### config.mk
export PLATFORM = sky130hd
export DESIGN_NAME = loss_weighted_bitrate_adapter
export DESIGN_NICKNAME = d
export VERILOG_FILES = /design/src/rtl/lwba_pkg.sv /design/src/rtl/lwba_cfg.sv /design/src/rtl/lwba_div.sv /design/src/rtl/lwba_ctrl.sv /design/src/rtl/lwba_dp.sv /design/src/rtl/loss_weighted_bitrate_adapter.sv
export SDC_FILE = /design/constraint.sdc
export NUM_CORES = 2
export LEC_CHECK = 0
export CAP_MARGIN = 20
export CORE_MARGIN = 2
export CORE_UTILIZATION = 50
export DETAILED_ROUTE_END_ITERATION = 8
export DONT_BUFFER_PORTS = 1
export PLACE_DENSITY = 0.73
export SKIP_CTS_REPAIR_TIMING = 1
export SLEW_MARGIN = 20
export SYNTH_ARGS = -nofsm -noshare
export SYNTH_HDL_FRONTEND = slang
export SYNTH_SLANG_ARGS = --single-unit
### constraint.sdc
create_clock -name i_clk -period 14.83 [get_ports i_clk]
set_input_delay 0 -clock i_clk [delete_from_list [all_inputs] [get_ports i_clk]]
set_output_delay 0 -clock i_clk [all_outputs]
set_load 0.01 [all_outputs]
### src/rtl/lwba_pkg.sv
`default_nettype none

package lwba_pkg;

    // field widths
    localparam int NOW_W      = 32;
    localparam int LOSS_W     = 14;
    localparam int JIT_W      = 16;
    localparam int CODE_W     = 18;
    localparam int KBPS_W     = 16;
    localparam int MS14_W     = 14;
    localparam int CFG_IDX_W  = 3;
    localparam int CFG_DATA_W = 16;

    // stream word layout
    localparam int IN_DATA_W  = 80;
    localparam int OUT_DATA_W = 24;

    // weighting and rate arithmetic
    localparam int W_W        = 14;
    localparam int PROD_W     = LOSS_W + W_W;
    localparam int MUL_W      = 14;
    localparam int DIVIDEND_W = KBPS_W + MUL_W;
    localparam int QUOT_W     = 17;

    // x / (2^pre * d) = ((x >> pre) * ceil(2^k / d)) >> k, exact over the
    // dividend range; 15000 = 8 * 1875 and 100 = 4 * 25
    localparam int RCP_Y_W        = DIVIDEND_W - 3;
    localparam int RCP_M_W        = 28;
    localparam int CUT_PRE_SHIFT  = 3;
    localparam int CUT_RCP_SHIFT  = 38;
    localparam int REMB_PRE_SHIFT = 2;
    localparam int REMB_RCP_SHIFT = 26;
    localparam logic [RCP_M_W-1:0] CUT_RCP  = 28'd146601551;
    localparam logic [RCP_M_W-1:0] REMB_RCP = 28'd2684355;
    localparam logic [RCP_M_W-1:0] UNIT_RCP = 28'd1;

    localparam logic [CODE_W-1:0] REMB_DEC_CODE = 18'h06803;
    localparam logic [CODE_W-1:0] REMB_INC_CODE = 18'h07378;

    localparam logic [W_W-1:0]   W_ZERO_LOSS = 14'd2000;
    localparam logic [W_W-1:0]   W_FULL      = 14'd10000;
    localparam logic [MUL_W-1:0] CUT_SCALE   = 14'd15000;
    localparam logic [MUL_W-1:0] REMB_DN_MUL = 14'd85;
    localparam logic [MUL_W-1:0] REMB_UP_MUL = 14'd105;
    localparam logic [MUL_W-1:0] REMB_DIV    = 14'd100;
    localparam logic [MUL_W-1:0] UNIT_MUL    = 14'd1;

    // register reset values
    localparam logic [KBPS_W-1:0] MIN_KBPS_RST     = 16'd100;
    localparam logic [KBPS_W-1:0] MAX_KBPS_RST     = 16'd4000;
    localparam logic [KBPS_W-1:0] START_KBPS_RST   = 16'd800;
    localparam logic [15:0]       HOLD_MS_RST      = 16'd1000;
    localparam logic [15:0]       FILL_MS_RST      = 16'd1000;
    localparam logic [MS14_W-1:0] EXPIRY_MS_RST    = 14'd2000;
    localparam logic [MS14_W-1:0] LOSS_TRIGGER_RST = 14'd500;
    localparam logic [JIT_W-1:0]  JITTER_LIMIT_RST = 16'd1000;

    typedef enum logic [CFG_IDX_W-1:0] {
        REG_MIN_KBPS,
        REG_MAX_KBPS,
        REG_START_KBPS,
        REG_HOLD_MS,
        REG_FILL_MS,
        REG_EXPIRY_MS,
        REG_LOSS_TRIGGER,
        REG_JITTER_LIMIT
    } t_reg_idx;

    typedef enum logic [1:0] {
        CAUSE_CLAMP,
        CAUSE_LOSS_CUT,
        CAUSE_REMB_DN,
        CAUSE_REMB_UP
    } t_cause;

    typedef struct packed {
        logic [KBPS_W-1:0] min_kbps;
        logic [KBPS_W-1:0] max_kbps;
        logic [KBPS_W-1:0] start_kbps;
        logic [15:0]       hold_ms;
        logic [15:0]       fill_ms;
        logic [MS14_W-1:0] expiry_ms;
        logic [MS14_W-1:0] loss_trigger;
        logic [JIT_W-1:0]  jitter_limit_ms;
    } t_cfg;

    typedef struct packed {
        logic   load;
        logic   walk_start;
        logic   walk_end;
        logic   div_start;
        t_cause div_sel;
        logic   cut_commit;
        logic   emit;
    } t_cmd;

    typedef struct packed {
        logic is_remb;
        logic remb_hit;
        logic remb_up;
        logic ignore;
        logic walk_done;
        logic in_fill;
        logic cut;
        logic div_busy;
        logic out_busy;
    } t_stat;

endpackage

`default_nettype wire

### src/rtl/lwba_cfg.sv
`default_nettype none

module lwba_cfg (
    input  wire logic                             i_clk,
    input  wire logic                             i_rst_n,
    input  wire logic                             i_cfg_we,
    input  wire logic [lwba_pkg::CFG_IDX_W-1:0]   i_cfg_idx,
    input  wire logic [lwba_pkg::CFG_DATA_W-1:0]  i_cfg_data,
    output lwba_pkg::t_cfg                        o_cfg,
    output logic                                  o_start_load
);

    lwba_pkg::t_cfg r_cfg;
    logic           r_start_load;

    always_ff @(posedge i_clk) begin
        if (!i_rst_n) begin
            r_cfg.min_kbps        <= lwba_pkg::MIN_KBPS_RST;
            r_cfg.max_kbps        <= lwba_pkg::MAX_KBPS_RST;
            r_cfg.start_kbps      <= lwba_pkg::START_KBPS_RST;
            r_cfg.hold_ms         <= lwba_pkg::HOLD_MS_RST;
            r_cfg.fill_ms         <= lwba_pkg::FILL_MS_RST;
            r_cfg.expiry_ms       <= lwba_pkg::EXPIRY_MS_RST;
            r_cfg.loss_trigger    <= lwba_pkg::LOSS_TRIGGER_RST;
            r_cfg.jitter_limit_ms <= lwba_pkg::JITTER_LIMIT_RST;
            r_start_load          <= 1'b0;
        end else begin
            r_start_load <= 1'b0;
            if (i_cfg_we) begin
                unique case (lwba_pkg::t_reg_idx'(i_cfg_idx))
                    lwba_pkg::REG_MIN_KBPS:     r_cfg.min_kbps <= i_cfg_data;
                    lwba_pkg::REG_MAX_KBPS:     r_cfg.max_kbps <= i_cfg_data;
                    lwba_pkg::REG_START_KBPS: begin
                        r_cfg.start_kbps <= i_cfg_data;
                        r_start_load     <= 1'b1;
                    end
                    lwba_pkg::REG_HOLD_MS:      r_cfg.hold_ms <= i_cfg_data;
                    lwba_pkg::REG_FILL_MS:      r_cfg.fill_ms <= i_cfg_data;
                    lwba_pkg::REG_EXPIRY_MS:
                        r_cfg.expiry_ms <= i_cfg_data[lwba_pkg::MS14_W-1:0];
                    lwba_pkg::REG_LOSS_TRIGGER:
                        r_cfg.loss_trigger <= i_cfg_data[lwba_pkg::MS14_W-1:0];
                    lwba_pkg::REG_JITTER_LIMIT: r_cfg.jitter_limit_ms <= i_cfg_data;
                endcase
            end
        end
    end

    assign o_cfg        = r_cfg;
    assign o_start_load = r_start_load;

endmodule

`default_nettype wire

### src/rtl/lwba_div.sv
`default_nettype none

// Divide by one of the fixed rate divisors: pre-shift by the power-of-two
// part, multiply by the rounded-up reciprocal, shift down. The product is
// registered from the registered operands; the quotient is valid once busy drops.
module lwba_div (
    input  wire logic                              i_clk,
    input  wire logic                              i_rst_n,
    input  wire logic                              i_start,
    input  wire logic [lwba_pkg::DIVIDEND_W-1:0]   i_dividend,
    input  wire lwba_pkg::t_cause                  i_sel,
    output logic                                   o_busy,
    output logic [lwba_pkg::QUOT_W-1:0]            o_quot
);

    localparam int YW = lwba_pkg::RCP_Y_W;
    localparam int MW = lwba_pkg::RCP_M_W;
    localparam int PW = YW + MW;
    localparam int QW = lwba_pkg::QUOT_W;

    logic                 r_busy;
    lwba_pkg::t_cause     r_sel;
    logic [YW-1:0]        r_y;
    logic [MW-1:0]        r_m;
    logic [PW-1:0]        r_prod;

    logic [YW-1:0]        y;
    logic [MW-1:0]        m;

    always_comb begin
        unique case (i_sel)
            lwba_pkg::CAUSE_CLAMP: begin
                y = YW'(i_dividend);
                m = lwba_pkg::UNIT_RCP;
            end
            lwba_pkg::CAUSE_LOSS_CUT: begin
                y = YW'(i_dividend >> lwba_pkg::CUT_PRE_SHIFT);
                m = lwba_pkg::CUT_RCP;
            end
            lwba_pkg::CAUSE_REMB_DN, lwba_pkg::CAUSE_REMB_UP: begin
                y = YW'(i_dividend >> lwba_pkg::REMB_PRE_SHIFT);
                m = lwba_pkg::REMB_RCP;
            end
        endcase
    end

    always_ff @(posedge i_clk) begin
        if (!i_rst_n) begin
            r_busy <= 1'b0;
            r_sel  <= lwba_pkg::CAUSE_CLAMP;
        end else begin
            r_busy <= i_start;
            if (i_start) begin
                r_sel <= i_sel;
            end
        end
    end

    always_ff @(posedge i_clk) begin
        if (i_start) begin
            r_y <= y;
            r_m <= m;
        end
        if (r_busy) begin
            r_prod <= PW'(r_y) * PW'(r_m);
        end
    end

    always_comb begin
        unique case (r_sel)
            lwba_pkg::CAUSE_CLAMP:    o_quot = r_prod[QW-1:0];
            lwba_pkg::CAUSE_LOSS_CUT: o_quot = r_prod[lwba_pkg::CUT_RCP_SHIFT +: QW];
            lwba_pkg::CAUSE_REMB_DN,
            lwba_pkg::CAUSE_REMB_UP:  o_quot = r_prod[lwba_pkg::REMB_RCP_SHIFT +: QW];
        endcase
    end

    assign o_busy = r_busy;

endmodule

`default_nettype wire

### src/rtl/lwba_ctrl.sv
`default_nettype none

module lwba_ctrl (
    input  wire logic           i_clk,
    input  wire logic           i_rst_n,
    input  wire logic           i_tvalid,
    output logic                o_tready,
    input  wire lwba_pkg::t_stat i_stat,
    output lwba_pkg::t_cmd      o_cmd
);

    typedef enum logic [2:0] {
        ST_IDLE,
        ST_DECIDE,
        ST_WALK,
        ST_EVAL,
        ST_DIV,
        ST_EMIT
    } t_state;

    t_state r_state;

    always_ff @(posedge i_clk) begin
        if (!i_rst_n) begin
            r_state <= ST_IDLE;
        end else begin
            unique case (r_state)
                ST_IDLE: begin
                    if (i_tvalid) begin
                        r_state <= ST_DECIDE;
                    end
                end
                ST_DECIDE: begin
                    priority if (i_stat.is_remb) begin
                        r_state <= i_stat.remb_hit ? ST_DIV : ST_IDLE;
                    end else if (i_stat.ignore) begin
                        r_state <= ST_IDLE;
                    end else begin
                        r_state <= ST_WALK;
                    end
                end
                ST_WALK: begin
                    if (i_stat.walk_done) begin
                        r_state <= ST_EVAL;
                    end
                end
                ST_EVAL: begin
                    r_state <= i_stat.in_fill ? ST_IDLE : ST_DIV;
                end
                ST_DIV: begin
                    if (!i_stat.div_busy) begin
                        r_state <= ST_EMIT;
                    end
                end
                ST_EMIT: begin
                    if (!i_stat.out_busy) begin
                        r_state <= ST_IDLE;
                    end
                end
                default: r_state <= ST_IDLE;
            endcase
        end
    end

    always_comb begin
        o_cmd = '0;
        unique case (r_state)
            ST_IDLE:   o_cmd.load = i_tvalid;
            ST_DECIDE: begin
                if (i_stat.is_remb) begin
                    o_cmd.div_start = i_stat.remb_hit;
                    o_cmd.div_sel   = i_stat.remb_up ? lwba_pkg::CAUSE_REMB_UP
                                                     : lwba_pkg::CAUSE_REMB_DN;
                end else begin
                    o_cmd.walk_start = !i_stat.ignore;
                end
            end
            ST_WALK:   o_cmd.walk_end = i_stat.walk_done;
            ST_EVAL: begin
                o_cmd.div_start  = !i_stat.in_fill;
                o_cmd.cut_commit = !i_stat.in_fill && i_stat.cut;
                o_cmd.div_sel    = i_stat.cut ? lwba_pkg::CAUSE_LOSS_CUT
                                              : lwba_pkg::CAUSE_CLAMP;
            end
            ST_DIV:    o_cmd.emit = 1'b0;
            ST_EMIT:   o_cmd.emit = !i_stat.out_busy;
            default:   o_cmd = '0;
        endcase
    end

    assign o_tready = (r_state == ST_IDLE);

endmodule

`default_nettype wire

### src/rtl/lwba_dp.sv
`default_nettype none

module lwba_dp #(
    parameter int HISTORY_DEPTH = 16
) (
    input  wire logic                              i_clk,
    input  wire logic                              i_rst_n,
    input  wire lwba_pkg::t_cfg                    i_cfg,
    input  wire logic                              i_start_load,
    input  wire lwba_pkg::t_cmd                    i_cmd,
    output lwba_pkg::t_stat                        o_stat,
    input  wire logic [lwba_pkg::IN_DATA_W-1:0]    i_tdata,
    input  wire logic                              i_tuser,
    output logic                                   o_tvalid,
    input  wire logic                              i_tready,
    output logic [lwba_pkg::OUT_DATA_W-1:0]        o_tdata,
    output logic [1:0]                             o_tuser
);

    localparam int ADDR_W = $clog2(HISTORY_DEPTH);
    localparam int CNT_W  = $clog2(HISTORY_DEPTH + 1);
    localparam int NUM_W  = lwba_pkg::PROD_W + $clog2(HISTORY_DEPTH);
    localparam int DEN_W  = lwba_pkg::W_W + $clog2(HISTORY_DEPTH);
    localparam logic [CNT_W-1:0] DEPTH_C = CNT_W'(HISTORY_DEPTH);

    localparam int NW = lwba_pkg::NOW_W;
    localparam int LW = lwba_pkg::LOSS_W;
    localparam int KW = lwba_pkg::KBPS_W;

    typedef struct packed {
        logic [NW-1:0] stamp;
        logic [LW-1:0] loss;
    } t_entry;

    // history store
    t_entry mem [HISTORY_DEPTH];

    // current item
    logic                          r_mode;
    logic [NW-1:0]                 r_now;
    logic [LW-1:0]                 r_loss;
    logic [lwba_pkg::JIT_W-1:0]    r_jitter;
    logic [lwba_pkg::CODE_W-1:0]   r_code;

    // block state
    logic [KW-1:0]                 r_cur;
    logic [NW-1:0]                 r_restart;
    logic [CNT_W-1:0]              r_count;

    // history walk
    logic                          r_issue;
    logic [CNT_W-1:0]              r_rd_ptr;
    logic [CNT_W-1:0]              r_wr_ptr;
    logic                          r_p1_v;
    logic                          r_p1_new;
    t_entry                        r_rd_q;
    logic                          r_p2_v;
    logic [LW-1:0]                 r_p2_loss;
    logic [lwba_pkg::W_W-1:0]      r_p2_w;
    logic                          r_p3_v;
    logic [lwba_pkg::PROD_W-1:0]   r_p3_prod;
    logic [NUM_W-1:0]              r_num;
    logic [DEN_W-1:0]              r_den;
    logic [NUM_W-1:0]              r_td;

    // result
    lwba_pkg::t_cause              r_cause;
    logic                          r_out_valid;
    logic [KW-1:0]                 r_out_kbps;
    logic                          r_out_chg;
    lwba_pkg::t_cause              r_out_cause;

    t_entry                        ent;
    logic [NW-1:0]                 age;
    logic                          keep;
    logic [lwba_pkg::W_W-1:0]      weight;
    logic                          rd_en;
    logic [NW-1:0]                 since;
    logic [16:0]                   hold_fill;
    logic [lwba_pkg::MUL_W-1:0]    mul;
    logic [lwba_pkg::DIVIDEND_W-1:0] dividend;
    logic                          div_busy;
    logic [lwba_pkg::QUOT_W-1:0]   quot;
    logic [lwba_pkg::QUOT_W-1:0]   q_lo;
    logic [KW-1:0]                 clamped;

    // entry under evaluation: stored entry or the new report
    always_comb begin
        ent       = r_p1_new ? t_entry'{stamp: r_now, loss: r_loss} : r_rd_q;
        age       = r_now - ent.stamp;
        keep      = (age <= NW'(i_cfg.expiry_ms));
        if (ent.loss == '0) begin
            weight = lwba_pkg::W_ZERO_LOSS;
        end else if (age >= NW'(lwba_pkg::W_FULL)) begin
            weight = '0;
        end else begin
            weight = lwba_pkg::W_FULL - age[lwba_pkg::W_W-1:0];
        end
    end

    assign rd_en = r_issue && (r_rd_ptr < r_count);

    always_comb begin
        since     = r_now - r_restart;
        hold_fill = {1'b0, i_cfg.hold_ms} + {1'b0, i_cfg.fill_ms};
    end

    always_comb begin
        o_stat.is_remb   = r_mode;
        o_stat.remb_hit  = (r_code == lwba_pkg::REMB_DEC_CODE) ||
                           (r_code == lwba_pkg::REMB_INC_CODE);
        o_stat.remb_up   = (r_code == lwba_pkg::REMB_INC_CODE);
        o_stat.ignore    = (since < NW'(i_cfg.hold_ms)) ||
                           (r_jitter > i_cfg.jitter_limit_ms);
        o_stat.walk_done = !r_issue && !r_p1_v && !r_p2_v && !r_p3_v;
        o_stat.in_fill   = (since < NW'(hold_fill));
        o_stat.cut       = (r_num >= r_td) && (r_loss != '0);
        o_stat.div_busy  = div_busy;
        o_stat.out_busy  = r_out_valid && !i_tready;
    end

    // scale factor for the shared divider
    always_comb begin
        unique case (i_cmd.div_sel)
            lwba_pkg::CAUSE_CLAMP:    mul = lwba_pkg::UNIT_MUL;
            lwba_pkg::CAUSE_LOSS_CUT:
                mul = (r_loss >= lwba_pkg::CUT_SCALE) ? '0 : lwba_pkg::CUT_SCALE - r_loss;
            lwba_pkg::CAUSE_REMB_DN:  mul = lwba_pkg::REMB_DN_MUL;
            lwba_pkg::CAUSE_REMB_UP:  mul = lwba_pkg::REMB_UP_MUL;
        endcase
        dividend = lwba_pkg::DIVIDEND_W'(r_cur) * lwba_pkg::DIVIDEND_W'(mul);
    end

    lwba_div u_div (
        .i_clk      (i_clk),
        .i_rst_n    (i_rst_n),
        .i_start    (i_cmd.div_start),
        .i_dividend (dividend),
        .i_sel      (i_cmd.div_sel),
        .o_busy     (div_busy),
        .o_quot     (quot)
    );

    // min first, then max
    always_comb begin
        q_lo    = (quot < lwba_pkg::QUOT_W'(i_cfg.min_kbps)) ?
                  lwba_pkg::QUOT_W'(i_cfg.min_kbps) : quot;
        clamped = (q_lo > lwba_pkg::QUOT_W'(i_cfg.max_kbps)) ?
                  i_cfg.max_kbps : q_lo[KW-1:0];
    end

    // control
    always_ff @(posedge i_clk) begin
        if (!i_rst_n) begin
            r_cur       <= lwba_pkg::START_KBPS_RST;
            r_restart   <= '0;
            r_count     <= '0;
            r_issue     <= 1'b0;
            r_rd_ptr    <= '0;
            r_wr_ptr    <= '0;
            r_p1_v      <= 1'b0;
            r_p1_new    <= 1'b0;
            r_p2_v      <= 1'b0;
            r_p3_v      <= 1'b0;
            r_out_valid <= 1'b0;
        end else begin
            if (i_cmd.walk_start) begin
                // a full history drops its oldest entry
                r_rd_ptr <= (r_count >= DEPTH_C) ? CNT_W'(1) : '0;
                r_wr_ptr <= '0;
                r_issue  <= 1'b1;
                r_p1_v   <= 1'b0;
            end else begin
                r_p1_v <= r_issue;
                if (r_issue) begin
                    if (r_rd_ptr < r_count) begin
                        r_p1_new <= 1'b0;
                        r_rd_ptr <= r_rd_ptr + 1'b1;
                    end else begin
                        r_p1_new <= 1'b1;
                        r_issue  <= 1'b0;
                    end
                end
                if (r_p1_v && keep) begin
                    r_wr_ptr <= r_wr_ptr + 1'b1;
                end
            end
            r_p2_v <= r_p1_v && keep;
            r_p3_v <= r_p2_v;

            if (i_cmd.walk_end) begin
                r_count <= r_wr_ptr;
            end
            if (i_cmd.cut_commit) begin
                r_count   <= '0;
                r_restart <= r_now;
            end

            if (i_start_load) begin
                r_cur <= i_cfg.start_kbps;
            end else if (i_cmd.emit) begin
                r_cur <= clamped;
            end

            if (i_cmd.emit) begin
                r_out_valid <= 1'b1;
            end else if (i_tready) begin
                r_out_valid <= 1'b0;
            end
        end
    end

    // payload
    always_ff @(posedge i_clk) begin
        if (i_cmd.load) begin
            r_mode   <= i_tuser;
            r_now    <= i_tdata[31:0];
            r_loss   <= i_tdata[45:32];
            r_jitter <= i_tdata[61:46];
            r_code   <= i_tdata[79:62];
        end
        if (r_p1_v && keep) begin
            mem[r_wr_ptr[ADDR_W-1:0]] <= ent;
        end
        if (rd_en) begin
            r_rd_q <= mem[r_rd_ptr[ADDR_W-1:0]];
        end
        r_p2_loss <= ent.loss;
        r_p2_w    <= weight;
        r_p3_prod <= lwba_pkg::PROD_W'(r_p2_loss) * lwba_pkg::PROD_W'(r_p2_w);
        if (i_cmd.walk_start) begin
            r_num <= '0;
            r_den <= '0;
        end else begin
            if (r_p2_v) begin
                r_den <= r_den + DEN_W'(r_p2_w);
            end
            if (r_p3_v) begin
                r_num <= r_num + NUM_W'(r_p3_prod);
            end
        end
        r_td <= NUM_W'(i_cfg.loss_trigger) * NUM_W'(r_den);
        if (i_cmd.div_start) begin
            r_cause <= i_cmd.div_sel;
        end
        if (i_cmd.emit) begin
            r_out_kbps  <= clamped;
            r_out_chg   <= (clamped != r_cur);
            r_out_cause <= r_cause;
        end
    end

    assign o_tvalid = r_out_valid;
    assign o_tdata  = {7'b0, r_out_chg, r_out_kbps};
    assign o_tuser  = r_out_cause;

    a_count_range: assert property (@(posedge i_clk) disable iff (!i_rst_n)
        r_count <= DEPTH_C)
        else $error("history count above depth");

    a_write_in_range: assert property (@(posedge i_clk) disable iff (!i_rst_n)
        (r_p1_v && keep) |-> (r_wr_ptr < DEPTH_C))
        else $error("compaction write beyond history depth");

    a_clamp_range: assert property (@(posedge i_clk) disable iff (!i_rst_n)
        (i_cmd.emit && (i_cfg.min_kbps <= i_cfg.max_kbps)) |=>
        ((r_out_kbps >= $past(i_cfg.min_kbps)) && (r_out_kbps <= $past(i_cfg.max_kbps))))
        else $error("emitted rate outside configured range");

endmodule

`default_nettype wire

### src/rtl/loss_weighted_bitrate_adapter.sv
// A REMB word with a matching code is divided and emitted; a loss report that
// is not ignored walks the history (15 stored entries at most, plus the report),
// is evaluated and, outside the fill window, divided and emitted. One item at a
// time: s_axis_tready is high only while idle. The history walk reads one entry
// per cycle through one memory port; the rate divider is a reciprocal multiply.
// Reset (synchronous, active low): register defaults, 800 kbps, empty history.
`default_nettype none

module loss_weighted_bitrate_adapter #(
    parameter int HISTORY_DEPTH = 16
) (
    input  wire logic                              i_clk,
    input  wire logic                              i_rst_n,
    input  wire logic                              i_cfg_we,
    input  wire logic [lwba_pkg::CFG_IDX_W-1:0]    i_cfg_idx,
    input  wire logic [lwba_pkg::CFG_DATA_W-1:0]   i_cfg_data,
    input  wire logic                              s_axis_tvalid,
    output logic                                   s_axis_tready,
    // now_ms[31:0], loss[45:32], jitter_ms[61:46], remb_code[79:62]
    input  wire logic [lwba_pkg::IN_DATA_W-1:0]    s_axis_tdata,
    // mode[0]
    input  wire logic [0:0]                        s_axis_tuser,
    output logic                                   m_axis_tvalid,
    input  wire logic                              m_axis_tready,
    // new_kbps[15:0], rate_changed[16], zero[23:17]
    output logic [lwba_pkg::OUT_DATA_W-1:0]        m_axis_tdata,
    // cause[1:0]
    output logic [1:0]                             m_axis_tuser
);

    lwba_pkg::t_cfg  cfg;
    logic            start_load;
    lwba_pkg::t_cmd  cmd;
    lwba_pkg::t_stat stat;

    lwba_cfg u_cfg (
        .i_clk        (i_clk),
        .i_rst_n      (i_rst_n),
        .i_cfg_we     (i_cfg_we),
        .i_cfg_idx    (i_cfg_idx),
        .i_cfg_data   (i_cfg_data),
        .o_cfg        (cfg),
        .o_start_load (start_load)
    );

    lwba_ctrl u_ctrl (
        .i_clk    (i_clk),
        .i_rst_n  (i_rst_n),
        .i_tvalid (s_axis_tvalid),
        .o_tready (s_axis_tready),
        .i_stat   (stat),
        .o_cmd    (cmd)
    );

    lwba_dp #(
        .HISTORY_DEPTH (HISTORY_DEPTH)
    ) u_dp (
        .i_clk        (i_clk),
        .i_rst_n      (i_rst_n),
        .i_cfg        (cfg),
        .i_start_load (start_load),
        .i_cmd        (cmd),
        .o_stat       (stat),
        .i_tdata      (s_axis_tdata),
        .i_tuser      (s_axis_tuser[0]),
        .o_tvalid     (m_axis_tvalid),
        .i_tready     (m_axis_tready),
        .o_tdata      (m_axis_tdata),
        .o_tuser      (m_axis_tuser)
    );

endmodule

`default_nettype wire
==> impl_metrics.tcl <==
set metrics [dict create \
    cts_buffers 143 \
    ir_worst_vdd_v 0.000119 \
    setup_viol 0 \
    io_pins 133 \
    reg2reg_from "u_dp.r_td[25]" \
    p_leak_nw 44.5 \
    clk_latency_ns 0.83 \
    hpwlAfterDp_mm 185 \
    synth_flop_cell "edfxtp_1" \
    synthArstFlopShare_pct 0 \
    hold_path_startpoint "i_cfg_idx[1]" \
    cts_tree "built" \
    ys_warn_count 0 \
    grt_max_degree 80 \
    wl_mm 262 \
    powerDensity_nw_per_um2 84.0 \
    ys_seq_elements 1298 \
    drive_gt1_share_pct 7.32 \
    finish.utilization_pct 55.5 \
    relSlewSlack_pct 12.7 \
    synth_cells 8452 \
    whs_endpoint "u_cfg.o_start_load" \
    nets 10439 \
    worstMarginPinSlew_ns 1.31 \
    drt-initial-drc-count 6149 \
    crit_arrival_ns 10.46 \
    drc_errors 0 \
    drv_cap 0 \
    critPathCaptureType "flip-flop" \
    ys_seq_area_share_pct 37.1 \
    slowest_delay_ns 0.71 \
    die_w_um 442 \
    finClkSkew_ns 0.0672 \
    cp_slowest_cell "nand2b_1" \
    slew_violations 0 \
    period_share_pct 67.3 \
    cts.sinks 1298 \
    fmax_mhz 100 \
    drtPass1Iterations 6 \
    fin_tns_setup_ns 0 \
    yosys-top-cells-area "edfxtp_1, fa_1, ha_1" \
    synth.avg_cell_area_um2 11.4 \
    reg2reg_slack_ns 4.84 \
    viasPerCell 5.79 \
    clk_pin_slew_worst_paths_ns 0.06 \
    min_period_ns 9.99 \
    min_path_type "primary input to flip-flop" \
    rsz0062_at_grt "no" \
    globalRouteOverflowTotal 0 \
    synth_top_area_share_pct 30.0 \
    gp_congestion 0.964 \
    grt_antenna_before_repair 14 \
    clock_path_buffers 3 \
    worstSetupPathType "flip-flop to flip-flop" \
    r2r-end "u_dp.u_div.r_y[26]" \
    whs_ns -0.0518 \
    coreArea_um2 191000 \
    portBuffers 0 \
    worstSetupStartpointType "flip-flop" \
    ys_top_cells_by_count "inv_1, edfxtp_1, fa_1" \
    grt_pass1_wl_mm 397 \
    dieArea_um2 196000 \
    worst-r2r-cell-count 36 \
    synth_most_common_cell "inv_1" \
    wire_per_inst_um 23.4 \
    synth_area_um2 96100 \
    crit_fanout 23 \
    ant_nets 0 \
    vias 64931 \
    hold_viol 7 \
    grt_use_total_pct 26.6 \
    num_rows 160 \
    start_util_pct 50.4 \
    clock-root-buffer "clkbuf_16" \
    synth.largest_area_cell "edfxtp_1" \
    grt_pass1_vias 66436 \
    htree_levels 4 \
    required_ns 15.30 \
    total_power_w 0.00888 \
    synth_edf_count 960 \
    synthToLayoutAreaGrowth_pct 10.1 \
    synth_cell_type_count 92 \
    chipHeight_um 442 \
    violations "hold timing" \
    outcome "complete, but fails checks" \
    hold_depth 3 \
]
-- registers in the layout, indices dropped and copies added (netlist names), 32 cells and up --
name	count
u_dp.u_div.r_prod	46
u_dp.r_td	32
u_dp.r_now	32
u_dp.r_num	32
u_dp.r_rd_q	46
u_dp.r_restart	32
u_dp.mem	736
u_cfg.o_cfg	124
-- worst max path at each step --
stage / start / endpoint / cells past startpoint
2_1_floorplan: u_dp.r_td[17] / u_dp.u_div.r_y[25] / 38
3_3_place_gp: u_dp.r_num[0] / u_dp.u_div.r_y[26] / 36
3_5_place_dp: u_dp.r_num[0] / u_dp.u_div.r_y[26] / 36
4_1_cts: u_dp.r_num[0] / u_dp.u_div.r_y[26] / 36
5_1_grt: u_dp.r_num[0] / u_dp.u_div.r_y[26] / 36
6_report: u_dp.r_td[25] / u_dp.u_div.r_y[26] / 36
-- cell usage in the layout (no fill, tap or decap), drive strengths merged, types with 48 or more instances in the layout --
cell and instances:
dlygate4sd3 211, fa 896, a21o 111, o21a 58
o211ai 60, xnor2 181, a21oi 371, mux4 230
nand2 848, clkbuf 183, edfxtp 960, mux2i 122
nor3 96, buf 86, nor2 307, nand3 99
inv 1380, and2 320, dfxtp 338, o21ai 189
nand2b 48, ha 851, nor2b 56, xor2 76
-- through the flow --
step,hold slack [ns],setup WS (ns),instance area [um^2],instances
6_report,-0.0518,4.84,106000,11223
3_5_place_dp,0.0989,4.76,98700,10737
5_1_grt,0.00307,4.21,106000,11215
2_1_floorplan,0.0989,6.51,96100,8458
3_3_place_gp,0.0989,5.00,98700,10737
4_1_cts,-0.786,4.71,103000,10999
-- cell families (layout without fill, tap and decap cells) --
logic type,count (synthesis),after routing,synth area share (%)
compound gates,1108,1108,7.41
xor+xnor,257,257,2.34
fa+ha+maj,1747,1747,29.8
buf+inv,1681,1927,6.63
flops,1298,1298,37.1
mux,382,382,7.02
other cells,1,15,0.00390
simple gates,1978,1978,9.78
-- worst max-delay path, delay by kind of cell (launching register included) --
family                   cells  cell delay (ns)
XOR/XNOR                     1             0.21
AND/OR/NAND/NOR              4             1.23
adder cells (fa/ha/maj)      8             3.57
buffers and inverters        6             0.62
flip-flops                   1             0.32
AO/OA/AOI/OAI               17             3.65
-- report_power, final --
part	leakage (nW)	internal, W	total [W]	switching, W
Sequential	11.4	0.00394	0.00401	0.0000732
Clock	2.30	0.00207	0.00363	0.00155
Combinational	30.7	0.000506	0.00125	0.000740
Total	44.5	0.00652	0.00888	0.00237
-- metal layers --
metal	track usage, %	up-vias	wire length, um
met2	43.0	2683	125000
met1	34.9	32754	106000
li1	-	28958	-
met3	4.82	530	20400
met4	12.0	6	11200
met5	0	-	34
-- final cells by class --
class	instances	area, um^2
fill	15737	84900
multi-input combinational	5479	54200
sequential	1298	35600
inverter	1368	5140
clock buffer	183	3810
tap	2511	3140
timing repair buffer	297	2820
clock inverter	79	932
antenna	8	20.0
Power figures use the tool's default switching activity.
